File: src/rtl/vumn_pkg.sv
// Shared types, constants and tick tables of the VU needle with peak hold.
package vumn_pkg;

    localparam int TICK_COUNT = 12;
    localparam int TICK_IW    = $clog2(TICK_COUNT);
    localparam int LEVEL_W    = 24;
    localparam int MAG_W      = LEVEL_W - 1;
    localparam int GAIN_W     = 16;
    localparam int GAIN_FRAC  = 12;
    localparam int DFR_W      = 9;
    localparam int HOLD_W     = 16;
    localparam int POS_W      = 8;
    localparam int FRAME_W    = 8;
    localparam int THR_W      = 32;
    localparam int Q_BITS     = 8;
    localparam int CFG_IDX_W  = 2;
    localparam int CFG_DATA_W = 16;

    localparam logic [POS_W-1:0] FULL_POS = POS_W'(129);

    localparam logic [GAIN_W-1:0] GAIN_RST  = GAIN_W'(4096);
    localparam logic [DFR_W-1:0]  DFR_RST   = DFR_W'(128);
    localparam logic [HOLD_W-1:0] HOLD_RST  = HOLD_W'(30);

    typedef enum logic [CFG_IDX_W-1:0] {
        REG_INPUT_GAIN     = 2'd0,
        REG_DISPLAY_FRAMES = 2'd1,
        REG_HOLD_UPDATES   = 2'd2
    } t_cfg_reg;

    typedef enum logic [3:0] {
        S_IDLE,
        S_MUL_X,
        S_SCAN,
        S_SEG,
        S_SEG_GO,
        S_MUL_S,
        S_DIV_S,
        S_FRM_GO,
        S_MUL_F,
        S_DIV_F,
        S_DONE
    } t_state;

    typedef struct packed {
        logic busy;
        logic done;
    } t_unit_stat;

    // Tick thresholds, unsigned Q0.32.
    function automatic logic [THR_W-1:0] tick_amp(input logic [TICK_IW-1:0] idx);
        logic [THR_W-1:0] a;
        case (idx)
            TICK_IW'(0):  a = 32'd38633126;
            TICK_IW'(1):  a = 32'd122168673;
            TICK_IW'(2):  a = 32'd172567838;
            TICK_IW'(3):  a = 32'd217250034;
            TICK_IW'(4):  a = 32'd273501591;
            TICK_IW'(5):  a = 32'd306873831;
            TICK_IW'(6):  a = 32'd344318102;
            TICK_IW'(7):  a = 32'd386331265;
            TICK_IW'(8):  a = 32'd433470809;
            TICK_IW'(9):  a = 32'd486362247;
            TICK_IW'(10): a = 32'd545707417;
            TICK_IW'(11): a = 32'd578042614;
            default:      a = '0;
        endcase
        return a;
    endfunction

    // Needle positions at the ticks.
    function automatic logic [POS_W-1:0] tick_pos(input logic [TICK_IW-1:0] idx);
        logic [POS_W-1:0] p;
        case (idx)
            TICK_IW'(0):  p = 8'd4;
            TICK_IW'(1):  p = 8'd21;
            TICK_IW'(2):  p = 8'd32;
            TICK_IW'(3):  p = 8'd42;
            TICK_IW'(4):  p = 8'd56;
            TICK_IW'(5):  p = 8'd65;
            TICK_IW'(6):  p = 8'd74;
            TICK_IW'(7):  p = 8'd84;
            TICK_IW'(8):  p = 8'd97;
            TICK_IW'(9):  p = 8'd109;
            TICK_IW'(10): p = 8'd123;
            TICK_IW'(11): p = 8'd129;
            default:      p = '0;
        endcase
        return p;
    endfunction

endpackage

File: src/rtl/vumn_mul.sv
// Bit-serial shift-add multiplier, one multiplier bit per cycle.
module vumn_mul #(
    parameter int AW = 40,
    parameter int BW = 16
) (
    input  logic                     i_clk,
    input  logic                     i_rst_n,
    input  logic                     i_start,
    input  logic [AW-1:0]            i_a,
    input  logic [BW-1:0]            i_b,
    input  logic [$clog2(BW+1)-1:0]  i_nbits,
    output vumn_pkg::t_unit_stat     o_stat,
    output logic [AW+BW-1:0]         o_product
);
    import vumn_pkg::*;

    localparam int PW   = AW + BW;
    localparam int CNTW = $clog2(BW + 1);

    logic [PW-1:0]   r_acc;
    logic [PW-1:0]   r_a;
    logic [BW-1:0]   r_b;
    logic [CNTW-1:0] r_cnt;
    logic            r_busy;
    logic            r_done;

    always_ff @(posedge i_clk) begin
        if (!i_rst_n) begin
            r_busy <= 1'b0;
            r_done <= 1'b0;
            r_cnt  <= '0;
        end else begin
            r_done <= r_busy && !i_start && (r_cnt == CNTW'(1));
            if (i_start) begin
                r_busy <= 1'b1;
                r_cnt  <= i_nbits;
            end else if (r_busy) begin
                r_cnt <= r_cnt - 1'b1;
                if (r_cnt == CNTW'(1)) begin
                    r_busy <= 1'b0;
                end
            end
        end
    end

    // Add the shifted multiplicand for each set multiplier bit.
    always_ff @(posedge i_clk) begin
        if (i_start) begin
            r_acc <= '0;
            r_a   <= PW'(i_a);
            r_b   <= i_b;
        end else if (r_busy) begin
            if (r_b[0]) begin
                r_acc <= r_acc + r_a;
            end
            r_a <= r_a << 1;
            r_b <= r_b >> 1;
        end
    end

    assign o_stat.busy = r_busy;
    assign o_stat.done = r_done;
    assign o_product   = r_acc;

endmodule

File: src/rtl/vumn_div.sv
// Restoring divider, one quotient bit per cycle, quotient known to fit Q_BITS.
module vumn_div #(
    parameter int NW = 42,
    parameter int DW = 34
) (
    input  logic                          i_clk,
    input  logic                          i_rst_n,
    input  logic                          i_start,
    input  logic [NW-1:0]                 i_num,
    input  logic [DW-1:0]                 i_den,
    output vumn_pkg::t_unit_stat          o_stat,
    output logic [vumn_pkg::Q_BITS-1:0]   o_quot
);
    import vumn_pkg::*;

    localparam int CNTW = $clog2(Q_BITS + 1);

    logic [NW-1:0]     r_rem;
    logic [NW-1:0]     r_dsr;
    logic [Q_BITS-1:0] r_q;
    logic [CNTW-1:0]   r_cnt;
    logic              r_busy;
    logic              r_done;
    logic              ge;

    assign ge = (r_rem >= r_dsr);

    always_ff @(posedge i_clk) begin
        if (!i_rst_n) begin
            r_busy <= 1'b0;
            r_done <= 1'b0;
            r_cnt  <= '0;
        end else begin
            r_done <= r_busy && !i_start && (r_cnt == CNTW'(1));
            if (i_start) begin
                r_busy <= 1'b1;
                r_cnt  <= CNTW'(Q_BITS);
            end else if (r_busy) begin
                r_cnt <= r_cnt - 1'b1;
                if (r_cnt == CNTW'(1)) begin
                    r_busy <= 1'b0;
                end
            end
        end
    end

    // Try the divisor at each weight from the top quotient bit down.
    always_ff @(posedge i_clk) begin
        if (i_start) begin
            r_rem <= i_num;
            r_dsr <= NW'(i_den) << (Q_BITS - 1);
            r_q   <= '0;
        end else if (r_busy) begin
            if (ge) begin
                r_rem <= r_rem - r_dsr;
            end
            r_q   <= {r_q[Q_BITS-2:0], ge};
            r_dsr <= r_dsr >> 1;
        end
    end

    assign o_stat.busy = r_busy;
    assign o_stat.done = r_done;
    assign o_quot      = r_q;

endmodule

File: src/rtl/vu_meter_needle_with_peak_hold_unit.sv
// Top level of the VU needle with peak hold: sequencer, tick scan and peak state.
//
//  channel  | direction | handshake                  | payload
//  ---------+-----------+----------------------------+------------------------------------
//  in       | sink      | i_in_valid / o_in_stall    | i_level
//  out      | source    | o_out_valid / i_out_stall  | o_needle_position, o_vu_frame,
//           |           |                            | o_peak_frame
//  cfg      | sink      | i_cfg_we (no wait)         | i_cfg_index, i_cfg_data
//
//  One beat in runs through level times gain, a scan over the ticks (up to 12),
//  then two multiply/divide pairs for the segment interpolation and for the frame
//  scaling. The one-bit-per-cycle shared multiplier and divider set the pace; a
//  level past the last tick skips one pair.
//  Reset (synchronous, active low) clears the sequencer, the output valid, the peak
//  state and loads the register defaults. A stalled output holds its beat while the
//  next input beat is taken and worked on; the new result waits in the done state.
module vu_meter_needle_with_peak_hold_unit #(
    parameter int LEVEL_FRACTION_BITS = 22
) (
    input  logic                                 i_clk,
    input  logic                                 i_rst_n,
    input  logic                                 i_in_valid,
    output logic                                 o_in_stall,
    input  logic signed [vumn_pkg::LEVEL_W-1:0]  i_level,
    output logic                                 o_out_valid,
    input  logic                                 i_out_stall,
    output logic [vumn_pkg::POS_W-1:0]           o_needle_position,
    output logic [vumn_pkg::FRAME_W-1:0]         o_vu_frame,
    output logic [vumn_pkg::FRAME_W-1:0]         o_peak_frame,
    input  logic                                 i_cfg_we,
    input  logic [vumn_pkg::CFG_IDX_W-1:0]       i_cfg_index,
    input  logic [vumn_pkg::CFG_DATA_W-1:0]      i_cfg_data
);
    import vumn_pkg::*;

    // Fraction bits of level * gain, and the shift that aligns it with the ROM.
    localparam int FRAC_ALL = LEVEL_FRACTION_BITS + GAIN_FRAC;
    localparam int XSH      = (FRAC_ALL < THR_W) ? (THR_W - FRAC_ALL) : 0;
    localparam int TSH      = (FRAC_ALL >= THR_W) ? (FRAC_ALL - THR_W) : 0;
    localparam int XRW      = MAG_W + GAIN_W;
    localparam int DW       = THR_W + TSH;
    localparam int CW       = ((XRW + XSH) > DW) ? (XRW + XSH) : DW;
    localparam int MPW      = DW + GAIN_W;
    localparam int NW       = DW + Q_BITS;
    localparam int MNBW     = $clog2(GAIN_W + 1);

    localparam logic [TICK_IW-1:0] LAST_IDX = TICK_IW'(TICK_COUNT - 1);

    // Configuration registers.
    logic [GAIN_W-1:0] r_gain;
    logic [DFR_W-1:0]  r_dframes;
    logic [HOLD_W-1:0] r_hold_upd;

    // Sequencer and peak state.
    t_state            r_state;
    t_state            n_state;
    logic              r_out_valid;
    logic [FRAME_W-1:0] r_held;
    logic [HOLD_W-1:0]  r_cd;

    // Working registers.
    logic [CW-1:0]      r_x;
    logic [TICK_IW-1:0] r_idx;
    logic [DW-1:0]      r_num;
    logic [DW-1:0]      r_den;
    logic [POS_W-1:0]   r_seg_span;
    logic [POS_W-1:0]   r_plo;
    logic [POS_W-1:0]   r_pos;
    logic [FRAME_W-1:0] r_frame;
    logic [POS_W-1:0]   r_out_pos;
    logic [FRAME_W-1:0] r_out_vu;
    logic [FRAME_W-1:0] r_out_peak;

    // Shared unit hookup.
    logic               mul_start;
    logic [DW-1:0]      mul_a;
    logic [GAIN_W-1:0]  mul_b;
    logic [MNBW-1:0]    mul_nbits;
    t_unit_stat         mul_stat;
    logic [MPW-1:0]     mul_prod;
    logic               div_start;
    logic [NW-1:0]      div_num;
    logic [DW-1:0]      div_den;
    t_unit_stat         div_stat;
    logic [Q_BITS-1:0]  div_quot;

    logic               in_acc;
    logic               out_free;
    logic               peak_load;
    logic [MAG_W-1:0]   mag;
    logic [FRAME_W-1:0] span;
    logic [CW-1:0]      thr_hi;
    logic [CW-1:0]      thr_lo;
    logic               x_lt;
    logic [TICK_IW-1:0] idx_m1;
    logic [FRAME_W-1:0] frame_q;
    logic [FRAME_W-1:0] held_nx;
    logic [FRAME_W-1:0] peak_nx;

    vumn_mul #(
        .AW (DW),
        .BW (GAIN_W)
    ) u_mul (
        .i_clk     (i_clk),
        .i_rst_n   (i_rst_n),
        .i_start   (mul_start),
        .i_a       (mul_a),
        .i_b       (mul_b),
        .i_nbits   (mul_nbits),
        .o_stat    (mul_stat),
        .o_product (mul_prod)
    );

    vumn_div #(
        .NW (NW),
        .DW (DW)
    ) u_div (
        .i_clk   (i_clk),
        .i_rst_n (i_rst_n),
        .i_start (div_start),
        .i_num   (div_num),
        .i_den   (div_den),
        .o_stat  (div_stat),
        .o_quot  (div_quot)
    );

    assign in_acc   = i_in_valid && !o_in_stall;
    assign out_free = !r_out_valid || !i_out_stall;

    // Clamp negative levels to zero.
    assign mag = i_level[LEVEL_W-1] ? '0 : i_level[MAG_W-1:0];

    // Frames minus one, with zero and one frame giving zero and anything past 256
    // treated as 256.
    always_comb begin
        if (r_dframes == '0) begin
            span = '0;
        end else if (r_dframes[DFR_W-1]) begin
            span = '1;
        end else begin
            span = FRAME_W'(r_dframes - 1'b1);
        end
    end

    // Thresholds aligned to the fraction point of r_x.
    assign idx_m1 = r_idx - 1'b1;
    assign thr_hi = CW'(tick_amp(r_idx)) << TSH;
    assign thr_lo = (r_idx == '0) ? '0 : (CW'(tick_amp(idx_m1)) << TSH);
    assign x_lt   = (r_x < thr_hi);

    assign frame_q = (div_quot > span) ? span : div_quot;

    // Peak hold: jump up at once, count down the hold, then follow.
    assign peak_load = (r_state == S_DONE) && out_free;
    always_comb begin
        if (r_frame > r_held) begin
            held_nx = r_frame;
        end else if (r_cd != '0) begin
            held_nx = r_held;
        end else begin
            held_nx = r_frame;
        end
        peak_nx = (held_nx > span) ? span : held_nx;
    end

    // Configuration writes; unknown indexes are dropped.
    always_ff @(posedge i_clk) begin
        if (!i_rst_n) begin
            r_gain     <= GAIN_RST;
            r_dframes  <= DFR_RST;
            r_hold_upd <= HOLD_RST;
        end else if (i_cfg_we) begin
            case (i_cfg_index)
                REG_INPUT_GAIN:     r_gain     <= i_cfg_data[GAIN_W-1:0];
                REG_DISPLAY_FRAMES: r_dframes  <= i_cfg_data[DFR_W-1:0];
                REG_HOLD_UPDATES:   r_hold_upd <= i_cfg_data[HOLD_W-1:0];
                default: ;
            endcase
        end
    end

    always_ff @(posedge i_clk) begin
        if (!i_rst_n) begin
            r_state     <= S_IDLE;
            r_out_valid <= 1'b0;
            r_held      <= '0;
            r_cd        <= '0;
        end else begin
            r_state <= n_state;
            if (peak_load) begin
                r_out_valid <= 1'b1;
                r_held      <= held_nx;
                if (r_frame > r_held) begin
                    r_cd <= r_hold_upd;
                end else if (r_cd != '0) begin
                    r_cd <= r_cd - 1'b1;
                end
            end else if (r_out_valid && !i_out_stall) begin
                r_out_valid <= 1'b0;
            end
        end
    end

    // Sequencer: pick the next step and issue the shared-unit starts.
    always_comb begin
        n_state   = r_state;
        mul_start = 1'b0;
        mul_a     = '0;
        mul_b     = '0;
        mul_nbits = '0;
        div_start = 1'b0;
        div_num   = '0;
        div_den   = '0;
        case (r_state)
            S_IDLE: begin
                if (in_acc) begin
                    mul_start = 1'b1;
                    mul_a     = DW'(mag);
                    mul_b     = r_gain;
                    mul_nbits = MNBW'(GAIN_W);
                    n_state   = S_MUL_X;
                end
            end
            S_MUL_X: begin
                if (mul_stat.done) begin
                    n_state = S_SCAN;
                end
            end
            S_SCAN: begin
                if (x_lt) begin
                    n_state = S_SEG;
                end else if (r_idx == LAST_IDX) begin
                    n_state = S_FRM_GO;
                end
            end
            S_SEG: begin
                n_state = S_SEG_GO;
            end
            S_SEG_GO: begin
                mul_start = 1'b1;
                mul_a     = r_num;
                mul_b     = GAIN_W'(r_seg_span);
                mul_nbits = MNBW'(POS_W);
                n_state   = S_MUL_S;
            end
            S_MUL_S: begin
                if (mul_stat.done) begin
                    div_start = 1'b1;
                    div_num   = mul_prod[NW-1:0];
                    div_den   = r_den;
                    n_state   = S_DIV_S;
                end
            end
            S_DIV_S: begin
                if (div_stat.done) begin
                    n_state = S_FRM_GO;
                end
            end
            S_FRM_GO: begin
                mul_start = 1'b1;
                mul_a     = DW'(r_pos);
                mul_b     = GAIN_W'(span);
                mul_nbits = MNBW'(FRAME_W);
                n_state   = S_MUL_F;
            end
            S_MUL_F: begin
                if (mul_stat.done) begin
                    div_start = 1'b1;
                    div_num   = mul_prod[NW-1:0];
                    div_den   = DW'(FULL_POS);
                    n_state   = S_DIV_F;
                end
            end
            S_DIV_F: begin
                if (div_stat.done) begin
                    n_state = S_DONE;
                end
            end
            S_DONE: begin
                if (out_free) begin
                    n_state = S_IDLE;
                end
            end
            default: begin
                n_state = S_IDLE;
            end
        endcase
    end

    // Working datapath; no reset needed.
    always_ff @(posedge i_clk) begin
        case (r_state)
            S_MUL_X: begin
                if (mul_stat.done) begin
                    r_x   <= CW'(mul_prod[XRW-1:0]) << XSH;
                    r_idx <= '0;
                end
            end
            S_SCAN: begin
                if (!x_lt) begin
                    if (r_idx == LAST_IDX) begin
                        r_pos <= tick_pos(LAST_IDX);
                    end else begin
                        r_idx <= r_idx + 1'b1;
                    end
                end
            end
            S_SEG: begin
                // Segment below the first tick starts from zero.
                r_num      <= DW'(r_x - thr_lo);
                r_den      <= DW'(thr_hi - thr_lo);
                r_plo      <= (r_idx == '0) ? '0 : tick_pos(idx_m1);
                r_seg_span <= tick_pos(r_idx) - ((r_idx == '0) ? '0 : tick_pos(idx_m1));
            end
            S_DIV_S: begin
                if (div_stat.done) begin
                    r_pos <= r_plo + POS_W'(div_quot);
                end
            end
            S_DIV_F: begin
                if (div_stat.done) begin
                    r_frame <= frame_q;
                end
            end
            default: ;
        endcase
    end

    // Output beat registers.
    always_ff @(posedge i_clk) begin
        if (peak_load) begin
            r_out_pos  <= r_pos;
            r_out_vu   <= r_frame;
            r_out_peak <= peak_nx;
        end
    end

    assign o_in_stall        = (r_state != S_IDLE);
    assign o_out_valid       = r_out_valid;
    assign o_needle_position = r_out_pos;
    assign o_vu_frame        = r_out_vu;
    assign o_peak_frame      = r_out_peak;

`ifndef ASSERT_OFF
    a_out_from_done: assert property (@(posedge i_clk) disable iff (!i_rst_n)
        $rose(o_out_valid) |-> $past(r_state == S_DONE))
        else $error("output beat raised outside the done state");

    a_pos_range: assert property (@(posedge i_clk) disable iff (!i_rst_n)
        o_out_valid |-> (o_needle_position <= FULL_POS))
        else $error("needle position past full deflection");

    a_frame_range: assert property (@(posedge i_clk) disable iff (!i_rst_n)
        o_out_valid |-> ((o_vu_frame <= span) && (o_peak_frame <= span)))
        else $error("frame index past the last display frame");

    a_one_unit: assert property (@(posedge i_clk) disable iff (!i_rst_n)
        !(mul_stat.busy && div_stat.busy))
        else $error("multiplier and divider busy together");
`endif

endmodule

File: config.mk
export PLATFORM = sky130hd
export DESIGN_NAME = vu_meter_needle_with_peak_hold_unit
export DESIGN_NICKNAME = d
export VERILOG_FILES = /design/src/rtl/vumn_pkg.sv /design/src/rtl/vumn_mul.sv /design/src/rtl/vumn_div.sv /design/src/rtl/vu_meter_needle_with_peak_hold_unit.sv
export SDC_FILE = /design/constraint.sdc
export NUM_CORES = 1
export LEC_CHECK = 0
export ABC_AREA = 1
export BUFFER_PORTS_ARGS = -buffer_cell sky130_fd_sc_hd__buf_4
export CELL_PAD_IN_SITES_DETAIL_PLACEMENT = 0
export CELL_PAD_IN_SITES_GLOBAL_PLACEMENT = 1
export CORE_MARGIN = 1
export CORE_UTILIZATION = 35
export DETAILED_ROUTE_END_ITERATION = 10
export HOLD_SLACK_MARGIN = 0.02
export PLACE_DENSITY = 0.66
export SETUP_SLACK_MARGIN = 0.02
export SLEW_MARGIN = 20
export SYNTH_ARGS = -nofsm -noshare
export SYNTH_HDL_FRONTEND = slang
export SYNTH_SLANG_ARGS = --single-unit
File: constraint.sdc
create_clock -name i_clk -period 12.4 [get_ports i_clk]
set_clock_uncertainty 0.2 [all_clocks]
set_input_delay 0.62 -clock i_clk [delete_from_list [all_inputs] [get_ports i_clk]]
set_output_delay 0.62 -clock i_clk [all_outputs]
set_load 0.02 [all_outputs]
==> out/metrics.csv <==
stage,metric,value,unit
run_status,status,"finished, final reports clean",
synthesis,Ys Warns,0,
route,vias per cell,5.116,
synthesis,Post-synth EDFFs,291,
sta,Final Setup Violations,0,
global_routing,gr usage total,24.72,%
clocking,worst skew pair latency,0.68,ns
sta,f_max,170.1,MHz
hold_path,hold depth,3,
finish,fin util,40.24,%
synthesis,"area leader, netlist",edfxtp_1,
finish,Multi-input gate area,15090,um^2
route,Iter 0 DRT Violations,1902,
floorplanning,row count,106,
critical_path,Crit. End Element,register,
synthesis,syn_nets,4104,
synthesis,largest family of logic cells by synthesized area,simple AND/OR/NAND/NOR gates,
run,Max Cap Viol,0,
critical_path,CP startpoint kind,register,
clocking,CTS Sinks,477,
sta,number of hold violations in the final report,0,
hold_path,Worst Hold Class,input pin to register,
clocking,CTS max path bufs,3,
synthesis,post-synth cell types,55,
power,Power Density,304.5,nW/um^2
global_routing,antenna violations before repair,4,
finish,layout net count,4186,
finish,Non-Filler Instances,5088,
synthesis,Post-Synth XOR/XNOR Area,3.420,%
global_routing,first-pass GRT wire length,160000,um
sta,TNS Setup,0,ns
synthesis,#FFs+latches synth,477,
route,first drt pass iteration count,5,
synthesis,multiplexer share of the synthesized area,0,%
synthesis,register area share after synthesis,41.60,%
power,total chip power,10.32,mW
sta,Slew Limit Fails,0,
critical_path,CP Class,register to register,
floorplanning,core area,84220,um^2
synthesis,post-synth top area share,29.17,%
finish,Layout area overhead,13.12,%
route,Total Routed Length,107400,um
power,Max IR drop VDD,0.0001302,V
finish,Fill cells,8847,
synthesis,prevailing post-synth register cell,edfxtp_1,
synthesis,Post-Synth Simple-Gate Area,20.55,%
sta,minimum clock period,5.880,ns
sta,RSZ-0062 raised after global routing,no,
floorplanning,die footprint,86770,um^2
clocking,H-tree Lvls,2,
synthesis,cells after synthesis,3823,
power,P_leak,14.92,nW
clocking,CTS tree,built,
synthesis,Post-synth ARST share,0,%
finish,layout cell share with drive strength beyond 1,6.299,%
critical_path,Required @ worst endpoint,12.56,ns
synthesis,Synth area leaders,"edfxtp_1 29%, dfxtp_1 12%, ha_1 9.5%",
route,post-route ant nets,0,
route,Vias,26030,
clocking,Num CTS Buffers,56,
global_routing,total gr overflow,0,
critical_path,R2R cell count,17,
sta,Slew headroom,26.92,%
placement,Post-Place Cells,4965,
synthesis,syn_area_per_cell,7.836,um^2
finish,"most common cell after layout, fill and taps aside",nand2_1,
global_routing,pin count of the biggest net entering global routing,64,
sta,"Period Utilization, post-route",47.42,%
placement,post-detail-place hpwl,86280,um
finish,Sequential Area,12460,um^2
synthesis,adder-cell share of the synthesized area,9.923,%
floorplanning,# IOs,73,
finish,"commonest non-fill, non-tap cells in the layout","757 x nand2_1, 550 x inv_1, 445 x nor2_1",
critical_path,CP Max Fanout,21,
synthesis,Post-Syn Area,29960,um^2
floorplanning,initial core utilization,35.57,%
clocking,clk slew on worst S/H paths,0.06,ns
route,Residual DRC,0,
global_routing,vias in the first global route,24880,
floorplanning,Die W,294.6,um
critical_path,Arrival @ worst endpoint,6.04,ns
placement,Final GP Congestion,0.9471,
sta,Worst Tran Pin Value,1.096,ns
route,routed length per instance,21.11,um
placement,IO Port Bufs,72,
floorplanning,die height,294.6,um
clocking,clk root buf,clkbuf_16,
synthesis,post-synthesis compound-gate area fraction,16.32,%
==> cells in the mapped netlist (all sizes together), types with 11 or more instances <==
library cell and number:
nor3 41, o21ai 299, edfxtp 291, nand4 36
nand2 773, a22oi 15, buf 25, clkbuf 54
o22ai 50, xnor2 42, or2 19, a22o 19
ha 228, inv 562, dfxtp 186, o21bai 33
a21oi 305, a31oi 40, nor2 457, nand3 148
xor2 75, a21boi 11, a21o 23, o211ai 26
==> timing repair <==
| item | in CTS | in global routing |
|---|---|---|
| hold buffers | 16 | 0 |
| endpoints found under the hold margin | 35 | 0 |
| resized for setup | 0 | 0 |
| buffers inserted | 0 | 0 |
==> layer usage <==
layer	GRT usage, %	vias to the layer above	routed length [um]
li1	-	13030	-
met1	33.55	12240	49470
met2	41.58	621	50260
met3	2.270	135	4470
met4	7.241	8	3154
met5	0	-	49
==> power by group <==
part           leakage, nW  switching, mW  internal, mW
Clock                0.962          0.735          1.04
Sequential            4.21          0.333          2.35
Combinational         9.74           4.04          1.82
Total                 14.9           5.11          5.21
==> state kept, by name, summed over array words and instances, names as in the netlist, 9 cells and up, named ones only <==
name             flops
r_cd                16
r_den               32
r_dframes            9
r_gain              16
r_hold_upd          16
r_num               34
r_x                 39
thr_hi              30
u_div.r_dsr         41
u_div.r_rem         42
u_mul.o_product     42
u_mul.r_a           42
u_mul.r_b           16
==> path summary, 6_finish.rpt <==
kind               from      endpoint  slack [ns]
max            r_idx[0]     r_num[22]        6.52
min          i_level[0]  u_mul.r_a[0]        0.07
max reg2reg    r_idx[0]     r_num[22]        6.52
min reg2reg      r_x[1]      r_num[1]        0.22
==> worst max-delay path: stages, from the launching register on <==
cell	delay (ns)
edfxtp_1	0.57
inv_1	0.26
ha_1	0.33
inv_1	0.10
ha_1	0.74
clkinv_1	0.51
o21ai_0	0.58
a21oi_1	0.15
o21ai_0	0.31
ha_1	0.41
a21oi_1	0.17
inv_1	0.07
a21oi_1	0.15
a21boi_0	0.52
o21ai_0	0.23
nand2_1	0.10
nand2_1	0.06
xor2_1	0.15
==> cell families (layout without fill, tap and decap cells) <==
kind of cell    after synthesis  in the layout
xor+xnor                    117            117
simple gates               1495           1495
buf+inv                     644            774
fa+ha+maj                   234            234
flops                       477            477
compound gates              856            856
other cells                   0              1
==> cell type report <==
| class | count | area share [%] |
|---|---|---|
| diodes | 1 | 0.007384 |
| clock buffers | 70 | 4.464 |
| clock inverters | 36 | 1.392 |
| inverters | 565 | 6.258 |
| multi-input cells | 2702 | 44.52 |
| flip-flops and latches | 477 | 36.77 |
| well taps | 1134 | 4.187 |
| repair buffers | 103 | 2.400 |
==> through the flow <==
step	hold slack, ns	worst slack, ns	area (um^2)
floorplan	0.2003	7.662	29960
global placement	0.2017	6.694	31740
detailed placement	0.2079	6.685	31740
CTS	0.03999	6.669	33880
global route	0.04463	6.135	33890
finish	0.06717	6.520	33890
Note: power is estimated with default switching activity, not from simulation.
